`src/sv/aatc_pkg.sv`:
```
// ----------------------------------------------------------------------------
// aatc_pkg
// Shared constants for the averaged ADC / thermistor conversion block.
// ----------------------------------------------------------------------------
`default_nettype none

package aatc_pkg;

  localparam int unsigned WINDOW_DEPTH_DEF      = 32;
  localparam int unsigned AVERAGED_CHANNELS_DEF = 3;
  localparam int unsigned SAMPLE_BITS_DEF       = 10;

  localparam int unsigned CFG_IDX_W  = 4;
  localparam int unsigned CFG_DATA_W = 20;

  localparam logic [CFG_IDX_W-1:0] REG_WINDOW_TEMP     = 4'd0;
  localparam logic [CFG_IDX_W-1:0] REG_WINDOW_PRESSURE = 4'd1;
  localparam logic [CFG_IDX_W-1:0] REG_BETA_VALUE      = 4'd2;
  localparam logic [CFG_IDX_W-1:0] REG_REF_RESISTANCE  = 4'd3;
  localparam logic [CFG_IDX_W-1:0] REG_REF_KELVIN      = 4'd4;
  localparam logic [CFG_IDX_W-1:0] REG_SERIES_RES      = 4'd5;
  localparam logic [CFG_IDX_W-1:0] REG_PRESSURE_GAIN   = 4'd6;
  localparam logic [CFG_IDX_W-1:0] REG_PRESSURE_OFFSET = 4'd7;

  localparam logic [1:0] CH_PRESSURE = 2'd2;
  localparam logic [1:0] CH_THROTTLE = 2'd3;

  localparam int unsigned MV_W   = 12;
  localparam logic [MV_W-1:0] FULL_SCALE_MV = 12'd3300;
  localparam int unsigned R_W    = 28;
  localparam int unsigned Q_BITS = 16;
  localparam int unsigned X_W    = R_W + Q_BITS;
  localparam int unsigned Y_W    = 21;
  localparam int unsigned LN2_W  = 31;
  localparam logic [LN2_W-1:0] LN2_Q31 = 31'h58B90BFC;
  localparam int unsigned PROD_W = Y_W + LN2_W;

  localparam int unsigned DIV_NUM_W = 32;
  localparam int unsigned DIV_DVS_W = 34;
  localparam int unsigned DEN_W     = DIV_DVS_W + 1;

endpackage

`default_nettype wire

```
`src/sv/aatc_ram.sv`:
```
// ----------------------------------------------------------------------------
// aatc_ram
// Simple dual-port RAM, one write port, one read port, registered read.
// ----------------------------------------------------------------------------
`default_nettype none

module aatc_ram #(
  parameter int unsigned WIDTH = 10,
  parameter int unsigned DEPTH = 96
) (
  input  logic                     clk_i,
  input  logic                     we_i,
  input  logic [$clog2(DEPTH)-1:0] waddr_i,
  input  logic [WIDTH-1:0]         wdata_i,
  input  logic [$clog2(DEPTH)-1:0] raddr_i,
  output logic [WIDTH-1:0]         rdata_o
);

  logic [WIDTH-1:0] mem_q [DEPTH];

  always_ff @(posedge clk_i) begin
    if (we_i) begin
      mem_q[waddr_i] <= wdata_i;
    end
    rdata_o <= mem_q[raddr_i];
  end

endmodule

`default_nettype wire

```
`src/sv/adc_average_thermistor_convert.sv`:
```
// ----------------------------------------------------------------------------
// adc_average_thermistor_convert
// Windowed average of ADC samples per channel, NTC beta conversion to Kelvin,
// linear pressure scaling and throttle percentage.
// ----------------------------------------------------------------------------
//  channel   dir  handshake                      payload
//  s_axis    in   s_axis_tvalid / s_axis_tready  tdata: sample, tuser: channel
//  m_axis    out  m_axis_tvalid / m_axis_tready  tdata: value, tuser: channel, invalid
//  cfg       in   cfg_valid_i / cfg_ready_o      cfg_index_i, cfg_data_i
//
//  One item at a time. Throttle: scaled to percent on acceptance. Averaged
//  channels: a read-modify-write pass over the window in the sample RAM,
//  then a 32-step shared divider per division (2 for pressure, 4 for
//  temperature) and, for temperature, two Q16 logs.
//  After reset a clearing pass zeroes every word of the sample RAM; no
//  input is taken meanwhile. A finished result waits in the output register
//  while the next input is accepted.
// ----------------------------------------------------------------------------
`default_nettype none

module adc_average_thermistor_convert
  import aatc_pkg::*;
#(
  parameter int unsigned WINDOW_DEPTH      = WINDOW_DEPTH_DEF,
  parameter int unsigned AVERAGED_CHANNELS = AVERAGED_CHANNELS_DEF,
  parameter int unsigned SAMPLE_BITS       = SAMPLE_BITS_DEF
) (
  input  logic                                  clk_i,
  input  logic                                  rst_ni,
  input  logic                                  s_axis_tvalid,
  output logic                                  s_axis_tready,
  input  logic [((SAMPLE_BITS+7)/8)*8-1:0]      s_axis_tdata,   // sample
  input  logic [1:0]                            s_axis_tuser,   // channel
  output logic                                  m_axis_tvalid,
  input  logic                                  m_axis_tready,
  output logic [15:0]                           m_axis_tdata,   // value
  output logic [2:0]                            m_axis_tuser,   // result_channel, invalid
  input  logic                                  cfg_valid_i,
  output logic                                  cfg_ready_o,
  input  logic [CFG_IDX_W-1:0]                  cfg_index_i,
  input  logic [CFG_DATA_W-1:0]                 cfg_data_i
);

  localparam int unsigned STORE_CH  = (AVERAGED_CHANNELS < 3) ? 3 : AVERAGED_CHANNELS;
  localparam int unsigned MEM_DEPTH = STORE_CH * WINDOW_DEPTH;
  localparam int unsigned AW        = $clog2(MEM_DEPTH);
  localparam int unsigned NW        = $clog2(WINDOW_DEPTH + 1);
  localparam int unsigned SUM_W     = SAMPLE_BITS + NW;
  localparam int unsigned MVP_W     = SAMPLE_BITS + MV_W;
  localparam int unsigned TH_W      = SAMPLE_BITS + 7;
  localparam int unsigned PRS_W     = 25;

  typedef enum logic [3:0] {
    S_CLEAR, S_IDLE, S_SHIFT, S_MEAN, S_MV, S_PRS_DIV, S_R_DIV,
    S_LN_R, S_LN_REF, S_BK_DIV, S_DEN, S_K_DIV, S_DONE
  } state_e;

  typedef enum logic [2:0] {L_IDLE, L_NORM, L_SQ, L_MUL, L_OUT} ln_phase_e;

  // configuration
  logic [5:0]  win_temp_q, win_prs_q;
  logic [15:0] beta_q, series_q;
  logic [19:0] rref_q;
  logic [9:0]  rk_q;
  logic [11:0] gain_q, offset_q;

  assign cfg_ready_o = 1'b1;

  always_ff @(posedge clk_i or negedge rst_ni) begin
    if (!rst_ni) begin
      win_temp_q <= 6'd32;
      win_prs_q  <= 6'd5;
      beta_q     <= 16'd3520;
      rref_q     <= 20'd1880;
      rk_q       <= 10'd300;
      series_q   <= 16'd1000;
      gain_q     <= 12'd466;
      offset_q   <= 12'd0;
    end else if (cfg_valid_i) begin
      case (cfg_index_i)
        REG_WINDOW_TEMP:     win_temp_q <= cfg_data_i[5:0];
        REG_WINDOW_PRESSURE: win_prs_q  <= cfg_data_i[5:0];
        REG_BETA_VALUE:      beta_q     <= cfg_data_i[15:0];
        REG_REF_RESISTANCE:  rref_q     <= cfg_data_i[19:0];
        REG_REF_KELVIN:      rk_q       <= cfg_data_i[9:0];
        REG_SERIES_RES:      series_q   <= cfg_data_i[15:0];
        REG_PRESSURE_GAIN:   gain_q     <= cfg_data_i[11:0];
        REG_PRESSURE_OFFSET: offset_q   <= cfg_data_i[11:0];
        default: ;
      endcase
    end
  end

  // main control
  state_e                  state_q;
  logic [AW-1:0]           clr_q;
  logic [1:0]              ch_q;
  logic [SAMPLE_BITS-1:0]  smp_q;
  logic [NW-1:0]           n_q, k_q;
  logic [SUM_W-1:0]        sum_q;
  logic [MV_W-1:0]         mv_q;
  logic [Y_W-1:0]          lnr_q, lnref_q;
  logic [DIV_NUM_W-1:0]    bqk_q;
  logic [15:0]             res_val_q;
  logic                    res_inv_q;
  logic                    m_valid_q;
  logic [15:0]             m_data_q;
  logic [2:0]              m_user_q;

  // shared divider
  logic                    div_start_q, div_busy_q, div_done_q;
  logic [DIV_NUM_W-1:0]    div_num_q, div_quo_q;
  logic [DIV_DVS_W-1:0]    div_dvs_q, div_rem_q;
  logic [5:0]              div_cnt_q;

  // log unit
  logic                    ln_start_q, ln_done_q;
  logic [R_W-1:0]          ln_in_q;
  ln_phase_e               ln_phase_q;
  logic [X_W-1:0]          ln_x_q;
  logic [4:0]              ln_yi_q;
  logic [Q_BITS-1:0]       ln_fr_q;
  logic [3:0]              ln_cnt_q;
  logic [PROD_W-1:0]       ln_prod_q;
  logic [Y_W-1:0]          ln_res_q;

  // sample RAM
  logic                    ram_we;
  logic [AW-1:0]           ram_waddr, ram_raddr, base_in, base_q;
  logic [SAMPLE_BITS-1:0]  ram_wdata, ram_rdata;

  logic [SAMPLE_BITS-1:0]  s_in, win_val;
  logic [5:0]              win_in;
  logic [NW-1:0]           n_in;
  logic                    in_acc;
  logic [DIV_NUM_W-1:0]    bq;
  logic [DEN_W-1:0]        den;

  assign s_in    = s_axis_tdata[SAMPLE_BITS-1:0];
  assign in_acc  = s_axis_tvalid && s_axis_tready;
  assign s_axis_tready = (state_q == S_IDLE);
  assign base_in = AW'(32'(s_axis_tuser) * WINDOW_DEPTH);
  assign base_q  = AW'(32'(ch_q) * WINDOW_DEPTH);
  assign win_in  = (s_axis_tuser == CH_PRESSURE) ? win_prs_q : win_temp_q;
  assign n_in    = (win_in == 6'd0) ? NW'(1) :
                   (32'(win_in) > WINDOW_DEPTH) ? NW'(WINDOW_DEPTH) : NW'(win_in);
  assign win_val = (NW'(k_q + NW'(1)) < n_q) ? ram_rdata : smp_q;
  assign bq      = {beta_q, 16'd0};
  assign den     = DEN_W'(bqk_q) + DEN_W'(lnr_q) - DEN_W'(lnref_q);

  always_comb begin
    ram_we    = 1'b0;
    ram_waddr = AW'(base_q + AW'(k_q));
    ram_wdata = win_val;
    ram_raddr = AW'(base_in + AW'(1));
    if (state_q == S_CLEAR) begin
      ram_we    = 1'b1;
      ram_waddr = clr_q;
      ram_wdata = '0;
    end else if (state_q == S_SHIFT) begin
      ram_we    = 1'b1;
      ram_raddr = AW'(base_q + AW'(k_q) + AW'(2));
    end
  end

  aatc_ram #(
    .WIDTH(SAMPLE_BITS),
    .DEPTH(MEM_DEPTH)
  ) u_ram (
    .clk_i  (clk_i),
    .we_i   (ram_we),
    .waddr_i(ram_waddr),
    .wdata_i(ram_wdata),
    .raddr_i(ram_raddr),
    .rdata_o(ram_rdata)
  );

  always_ff @(posedge clk_i or negedge rst_ni) begin
    if (!rst_ni) begin
      state_q     <= S_CLEAR;
      clr_q       <= '0;
      m_valid_q   <= 1'b0;
      div_start_q <= 1'b0;
      ln_start_q  <= 1'b0;
    end else begin
      div_start_q <= 1'b0;
      ln_start_q  <= 1'b0;
      if (m_axis_tready && state_q != S_DONE) begin
        m_valid_q <= 1'b0;
      end
      case (state_q)
        S_CLEAR: begin
          clr_q <= AW'(clr_q + AW'(1));
          if (32'(clr_q) == MEM_DEPTH - 1) begin
            state_q <= S_IDLE;
          end
        end
        S_IDLE: begin
          if (in_acc) begin
            ch_q  <= s_axis_tuser;
            smp_q <= s_in;
            n_q   <= n_in;
            k_q   <= '0;
            sum_q <= '0;
            if (s_axis_tuser == CH_THROTTLE) begin
              res_val_q <= 16'((TH_W'(s_in) * TH_W'(100)) >> SAMPLE_BITS);
              res_inv_q <= 1'b0;
              state_q   <= S_DONE;
            end else begin
              state_q <= S_SHIFT;
            end
          end
        end
        S_SHIFT: begin
          sum_q <= SUM_W'(sum_q + SUM_W'(win_val));
          if (k_q == NW'(n_q - NW'(1))) begin
            div_num_q   <= DIV_NUM_W'(SUM_W'(sum_q + SUM_W'(win_val)));
            div_dvs_q   <= DIV_DVS_W'(n_q);
            div_start_q <= 1'b1;
            state_q     <= S_MEAN;
          end else begin
            k_q <= NW'(k_q + NW'(1));
          end
        end
        S_MEAN: begin
          if (div_done_q) begin
            mv_q <= MV_W'((MVP_W'(div_quo_q[SAMPLE_BITS-1:0]) * MVP_W'(FULL_SCALE_MV))
                          >> SAMPLE_BITS);
            state_q <= S_MV;
          end
        end
        S_MV: begin
          if (ch_q == CH_PRESSURE) begin
            div_num_q   <= DIV_NUM_W'(PRS_W'(mv_q) * PRS_W'(gain_q) + PRS_W'(500));
            div_dvs_q   <= DIV_DVS_W'(1000);
            div_start_q <= 1'b1;
            state_q     <= S_PRS_DIV;
          end else if (mv_q >= FULL_SCALE_MV) begin
            res_val_q <= '0;
            res_inv_q <= 1'b1;
            state_q   <= S_DONE;
          end else begin
            div_num_q   <= DIV_NUM_W'(R_W'(mv_q) * R_W'(series_q));
            div_dvs_q   <= DIV_DVS_W'(MV_W'(FULL_SCALE_MV - mv_q));
            div_start_q <= 1'b1;
            state_q     <= S_R_DIV;
          end
        end
        S_PRS_DIV: begin
          if (div_done_q) begin
            res_val_q <= (33'(div_quo_q) + 33'(offset_q) > 33'd65535) ? 16'hFFFF :
                         16'(div_quo_q + 32'(offset_q));
            res_inv_q <= 1'b0;
            state_q   <= S_DONE;
          end
        end
        S_R_DIV: begin
          if (div_done_q) begin
            if (div_quo_q == '0 || rref_q == '0 || rk_q == '0) begin
              res_val_q <= '0;
              res_inv_q <= 1'b1;
              state_q   <= S_DONE;
            end else begin
              ln_in_q    <= div_quo_q[R_W-1:0];
              ln_start_q <= 1'b1;
              state_q    <= S_LN_R;
            end
          end
        end
        S_LN_R: begin
          if (ln_done_q) begin
            lnr_q      <= ln_res_q;
            ln_in_q    <= R_W'(rref_q);
            ln_start_q <= 1'b1;
            state_q    <= S_LN_REF;
          end
        end
        S_LN_REF: begin
          if (ln_done_q) begin
            lnref_q     <= ln_res_q;
            div_num_q   <= bq;
            div_dvs_q   <= DIV_DVS_W'(rk_q);
            div_start_q <= 1'b1;
            state_q     <= S_BK_DIV;
          end
        end
        S_BK_DIV: begin
          if (div_done_q) begin
            bqk_q   <= div_quo_q;
            state_q <= S_DEN;
          end
        end
        S_DEN: begin
          if (den[DEN_W-1] || den == '0) begin
            res_val_q <= '0;
            res_inv_q <= 1'b1;
            state_q   <= S_DONE;
          end else begin
            div_num_q   <= bq;
            div_dvs_q   <= den[DIV_DVS_W-1:0];
            div_start_q <= 1'b1;
            state_q     <= S_K_DIV;
          end
        end
        S_K_DIV: begin
          if (div_done_q) begin
            res_val_q <= (div_quo_q > 32'd65535) ? 16'hFFFF : div_quo_q[15:0];
            res_inv_q <= 1'b0;
            state_q   <= S_DONE;
          end
        end
        S_DONE: begin
          if (!m_valid_q || m_axis_tready) begin
            m_valid_q <= 1'b1;
            m_data_q  <= res_val_q;
            m_user_q  <= {res_inv_q, ch_q};
            state_q   <= S_IDLE;
          end
        end
        default: state_q <= S_IDLE;
      endcase
    end
  end

  assign m_axis_tvalid = m_valid_q;
  assign m_axis_tdata  = m_data_q;
  assign m_axis_tuser  = m_user_q;

  // restoring divider, one quotient bit per cycle
  logic [DIV_DVS_W:0] div_sh, div_diff;
  logic               div_ge;

  assign div_sh   = {div_rem_q, div_quo_q[DIV_NUM_W-1]};
  assign div_ge   = div_sh >= {1'b0, div_dvs_q};
  assign div_diff = div_sh - {1'b0, div_dvs_q};

  always_ff @(posedge clk_i or negedge rst_ni) begin
    if (!rst_ni) begin
      div_busy_q <= 1'b0;
      div_done_q <= 1'b0;
      div_cnt_q  <= '0;
    end else begin
      div_done_q <= 1'b0;
      if (div_start_q) begin
        div_busy_q <= 1'b1;
        div_rem_q  <= '0;
        div_quo_q  <= div_num_q;
        div_cnt_q  <= 6'(DIV_NUM_W);
      end else if (div_busy_q) begin
        div_rem_q <= div_ge ? div_diff[DIV_DVS_W-1:0] : div_sh[DIV_DVS_W-1:0];
        div_quo_q <= {div_quo_q[DIV_NUM_W-2:0], div_ge};
        div_cnt_q <= 6'(div_cnt_q - 6'd1);
        if (div_cnt_q == 6'd1) begin
          div_busy_q <= 1'b0;
          div_done_q <= 1'b1;
        end
      end
    end
  end

  // Q16 natural log: normalize, 16 squaring steps, scale by ln2
  logic [2*(Q_BITS+1)-1:0] ln_sq;
  logic [Q_BITS+1:0]       ln_zs;

  assign ln_sq = ln_x_q[Q_BITS:0] * ln_x_q[Q_BITS:0];
  assign ln_zs = ln_sq[2*(Q_BITS+1)-1:Q_BITS];

  always_ff @(posedge clk_i or negedge rst_ni) begin
    if (!rst_ni) begin
      ln_phase_q <= L_IDLE;
      ln_done_q  <= 1'b0;
    end else begin
      ln_done_q <= 1'b0;
      case (ln_phase_q)
        L_IDLE: begin
          if (ln_start_q) begin
            ln_x_q     <= {ln_in_q, Q_BITS'(0)};
            ln_yi_q    <= '0;
            ln_cnt_q   <= '0;
            ln_phase_q <= L_NORM;
          end
        end
        L_NORM: begin
          if (ln_x_q[X_W-1:Q_BITS+1] != '0) begin
            ln_x_q  <= ln_x_q >> 1;
            ln_yi_q <= 5'(ln_yi_q + 5'd1);
          end else begin
            ln_phase_q <= L_SQ;
          end
        end
        L_SQ: begin
          ln_x_q  <= X_W'(ln_zs[Q_BITS+1] ? ln_zs[Q_BITS+1:1] : ln_zs[Q_BITS:0]);
          ln_fr_q <= {ln_fr_q[Q_BITS-2:0], ln_zs[Q_BITS+1]};
          ln_cnt_q <= 4'(ln_cnt_q + 4'd1);
          if (ln_cnt_q == 4'(Q_BITS - 1)) begin
            ln_phase_q <= L_MUL;
          end
        end
        L_MUL: begin
          ln_prod_q  <= PROD_W'({ln_yi_q, ln_fr_q}) * PROD_W'(LN2_Q31);
          ln_phase_q <= L_OUT;
        end
        L_OUT: begin
          ln_res_q   <= ln_prod_q[PROD_W-1:LN2_W];
          ln_done_q  <= 1'b1;
          ln_phase_q <= L_IDLE;
        end
        default: ln_phase_q <= L_IDLE;
      endcase
    end
  end

  // checks
  a_div_idle_on_start: assert property (@(posedge clk_i) disable iff (!rst_ni)
    div_start_q |-> !div_busy_q)
    else $error("divider restarted while busy");

  a_ln_idle_on_start: assert property (@(posedge clk_i) disable iff (!rst_ni)
    ln_start_q |-> ln_phase_q == L_IDLE)
    else $error("log unit restarted while busy");

  a_shift_no_overlap: assert property (@(posedge clk_i) disable iff (!rst_ni)
    state_q == S_SHIFT |-> ram_waddr != ram_raddr)
    else $error("window write collides with pending read");

  a_result_kept: assert property (@(posedge clk_i) disable iff (!rst_ni)
    state_q == S_DONE && m_valid_q && !m_axis_tready |=> state_q == S_DONE)
    else $error("result dropped while output stalled");

endmodule

`default_nettype wire
```
`config.mk`:
```
export PLATFORM = sky130hd
export DESIGN_NAME = adc_average_thermistor_convert
export DESIGN_NICKNAME = d
export VERILOG_FILES = /design/src/sv/aatc_pkg.sv /design/src/sv/aatc_ram.sv /design/src/sv/adc_average_thermistor_convert.sv
export SDC_FILE = /design/constraint.sdc
export NUM_CORES = 2
export LEC_CHECK = 0
export BUFFER_PORTS_ARGS = -buffer_cell sky130_fd_sc_hd__buf_2
export CAP_MARGIN = 0
export CORE_ASPECT_RATIO = 2
export CORE_UTILIZATION = 55
export CTS_CLUSTER_DIAMETER = 40
export DETAILED_ROUTE_END_ITERATION = 16
export GPL_TIMING_DRIVEN = 0
export PLACE_DENSITY_LB_ADDON = 0.2
export SLEW_MARGIN = 20
export SYNTH_ARGS = -nofsm -noshare
export SYNTH_HDL_FRONTEND = slang
export SYNTH_HIERARCHICAL = 1
export SYNTH_SLANG_ARGS = --single-unit
```
`constraint.sdc`:
```
create_clock -name clk_i -period 14.6 [get_ports clk_i]
set_clock_uncertainty 0.2 [all_clocks]
set_input_delay 2.92 -clock clk_i [delete_from_list [all_inputs] [get_ports clk_i]]
set_output_delay 2.92 -clock clk_i [all_outputs]
set_load 0.05 [all_outputs]
```
==> results.yml <==
setup_path:
  r2r_end: "ln_prod_q[51]"
  crit_top_cell: "fa_1"
  reg2reg_from: "ln_yi_q[2]"
  cp-start-kind: "flip-flop"
  r2r_setup_slack_ps: 5480
  endpoint_kind: "flip-flop"
  cp_cell_sequence: "fa_1 -> xor2_1 -> ha_1 -> inv_1 -> fa_1 -> inv_1 -> fa_1 -> fa_1 -> fa_1 -> inv_1 -> fa_1 -> inv_1 -> ha_1 -> a21oi_1 -> o21ai_0 -> a211oi_1 -> o2111ai_1 -> a211oi_1 -> o31ai_1 -> a21oi_1 -> nor3_1 -> o32a_1 -> a21oi_1 -> xnor2_1"
  r2r.worst_path.cells: 24
  cpMaxStageDelayCell: "fa_1"
  worstPathArrival_ps: 9410
  path_class: "reg2reg"
  required_ps: 14890
  crit_fanout: 10
  slowest_delay_ps: 970
global_routing:
  grt.total_usage_pct: 35.6
  antenna_found_initial: 15
  grt_pass1_vias: 68600
  grt_overflow: 0
  grt_max_degree: 86
  grt_pass1_wl_mm: 451
sta:
  maxSlewViolCount: 0
  fin_crit_sh_pct: 62.5
  finalWorstSetupSlack_ps: 5480
  setup_viol: 0
  max_freq_mhz: 110
  tightest_slew_ps: 1300
  relSlewSlack_pct: 13.3
  fin_crit_ps: 9120
  finalHoldViolations: 0
  rsz0062_at_grt: "false"
final_layout:
  final_core_util_pct: 60.8
  final_cells: 10400
  nNetsFinal: 9440
  fill_cells: 14000
  areaGrowthSynthToFinish_pct: 9.66
  layout-drive-gt1-share_pct: 11.8
  fin_area_um2: 107000
placed_design:
  dp_cells: 10200
  place.gp.congestion: 1.03
  hpwl_mm: 244
  portBuffers: 60
  post-place-ws_ps: 5490
  placed_area_um2: 102000
route:
  num_vias: 64100
  dr.pass1.iters: 8
  drt_iter0_markers: 5169
  via_per_inst: 6.14
  wirelength_mm: 313
  post_drt_wl_per_cell_um: 30.0
  drcViolationCount: 0
  antenna_left: 0
hold_path:
  hold_depth: 0
  hp-class: "reg2reg"
  hp-start: "ln_prod_q[43]"
  min_to: "ln_res_q[12]"
synth:
  ys_top_cells_by_count: "edfxtp_1, inv_1, ha_1"
  ys_types: 106
  synth_top_area_share_pct: 42.8
  netlist_area_um2: 97700
  ys_seq_area_share_pct: 46.2
  synth_top_cell_by_area: "edfxtp_1"
  synth_ff_type: "edfxtp_1"
  synth_edf_count: 1393
  ys_ff_latch: 1527
  synthTopCellsByArea: "edfxtp_1, fa_1, ha_1, mux4_2, inv_1"
  syn_area_per_cell_um2: 12.6
  syn_inst: 7738
  synth_warnings: 6
  yosysMostFrequentCell: "edfxtp_1"
  async_flop_share_pct: 8.12
  syn_nets: 9169
floorplanning:
  die_x_um: 300
  initial_utilization_pct: 55.4
  die_area_um2: 179000
  fp.dieH_um: 598
  ios: 69
  row_count: 218
  core_area_um2: 176000
clock_network:
  clock_path_buffers: 4
  clock-root-buffer: "clkbuf_16"
  h-tree-depth: 4
  clkLatencyLatePin_ps: 840
  cts_sinks: 1527
  cts_tree: "yes"
  postCtsHoldBufs: 0
  clkTransAtPathRegs_ps: 60
  cts_resized: 0
  cts_buffers: 159
  cts_setup_buffers: 0
power_and_ir_drop:
  power_density_nw_per_um2: 135
  ir_drop_uv: 349
  p_leak_uw: 0.0414
flow_run:
  max_cap_viol_count: 0
outcome:
  status: "complete, no violations"
cell type report:
cell class,count,area [um2],share of cell area [%]
Clock inverter,93,1180,1.10
Inverter,1210,4540,4.24
Clock buffer,185,4160,3.88
Tap cell,2310,2890,2.70
Multi-Input combinational cell,4708,46900,43.8
Timing Repair Buffer,110,936,0.874
Sequential cell,1527,45200,42.2
Buffer,293,1320,1.23
Antenna cell,6,15.0,0.0140
state kept, by name, summed over array words and instances (netlist names), 12 cells and up:
| signal | flops |
|---|---|
| u_ram/mem_q | 960 |
| ln_x_q | 44 |
| div_dvs_q | 34 |
| div_rem_q | 34 |
| bqk_q | 32 |
| div_num_q | 32 |
| div_quo_q | 32 |
| ln_in_q | 28 |
| ln_prod_q | 21 |
| ln_res_q | 21 |
| lnr_q | 21 |
| lnref_q | 21 |
| rref_q | 20 |
| beta_q | 16 |
| ln_fr_q | 16 |
| m_axis_tdata | 16 |
| res_val_q | 16 |
| series_q | 16 |
| sum_q | 16 |
| gain_q | 12 |
| mv_q | 12 |
| offset_q | 12 |
how the worst max path moves through the flow:
stage / start / endpoint / cells past startpoint
global placement: rst_ni / div_num_q[27] / 4
CTS: ln_yi_q[2] / ln_prod_q[51] / 24
floorplan: lnref_q[1] / div_dvs_q[0] / 14
finish: ln_yi_q[2] / ln_prod_q[51] / 24
detailed placement: ln_yi_q[2] / ln_prod_q[51] / 24
global route: ln_yi_q[2] / ln_prod_q[51] / 24
layout by cell type, fill, tap and decap left out, types with 34 or more instances in the layout:
| cell type | synthesis | final |
|---|---|---|
| clkbuf_1 | 207 | 225 |
| nand2_1 | 579 | 579 |
| a21oi_1 | 209 | 207 |
| nand3_1 | 108 | 107 |
| edfxtp_1 | 1393 | 1393 |
| nand2b_1 | 59 | 59 |
| a22oi_1 | 58 | 58 |
| o21a_1 | 34 | 34 |
| fa_1 | 691 | 691 |
| buf_2 | 40 | 111 |
| and3_1 | 47 | 47 |
| mux4_2 | 228 | 228 |
| a22o_1 | 36 | 36 |
| xnor2_1 | 139 | 139 |
| a21o_1 | 79 | 79 |
| nor2b_1 | 52 | 51 |
| o21ai_0 | 158 | 156 |
| inv_1 | 1209 | 1209 |
| nor2_1 | 386 | 341 |
| buf_4 | 27 | 44 |
| nor3_1 | 92 | 81 |
| xor2_1 | 70 | 70 |
| dfrtp_1 | 95 | 95 |
| mux2i_1 | 112 | 112 |
| nand4_1 | 38 | 38 |
| a31oi_1 | 36 | 36 |
| nor2_2 | 1 | 45 |
| ha_1 | 693 | 693 |
| clkbuf_16 | 0 | 162 |
| and2_1 | 212 | 202 |
| mux2_2 | 153 | 153 |
| a211oi_1 | 57 | 57 |
where the power goes:
group,total (uW),switching (uW),internal [uW]
sequential,4860,71.2,4790
combinational,5370,3340,2040
clock,4200,1810,2390
total,14400,5210,9220
routing by layer:
layer / vias up / global-route usage, % / part of all wire (%)
li1: 27500 / - / -
met4: 18 / 38.8 / 13
met5: - / 0 / 0.042
met2: 2850 / 64.0 / 52
met3: 1314 / 6.04 / 5.8
met1: 32400 / 31.8 / 28
logic make-up after synthesis:
kind of cell	after synthesis	synth area share, %
compound gates	908	6.27
simple gates	1711	8.36
buf+inv	1503	6.00
mux	494	8.18
xor+xnor	210	1.90
fa+ha+maj	1384	23.0
other cells	1	0.00384
flops	1527	46.2
through the flow:
stage	TNS (ps)	hold slack [ps]	power, uW
after global routing	0	193	15000
after global placement	-224620	204	10000
final	0	187	14400
after floorplan	0	200	8390
after CTS	0	181	14300
after detailed placement	0	205	10100
worst max-delay path, delay by kind of cell, from the launching register on:
kind	cells	cell delay (ps)
buffers and inverters	4	340
adders and majority gates	8	3970
AOI/OAI and AO/OA	9	2950
and+or+nand+nor	1	150
DFF	1	670
xor gates and xnor gates	2	500
Power figures use the tool's default switching activity.
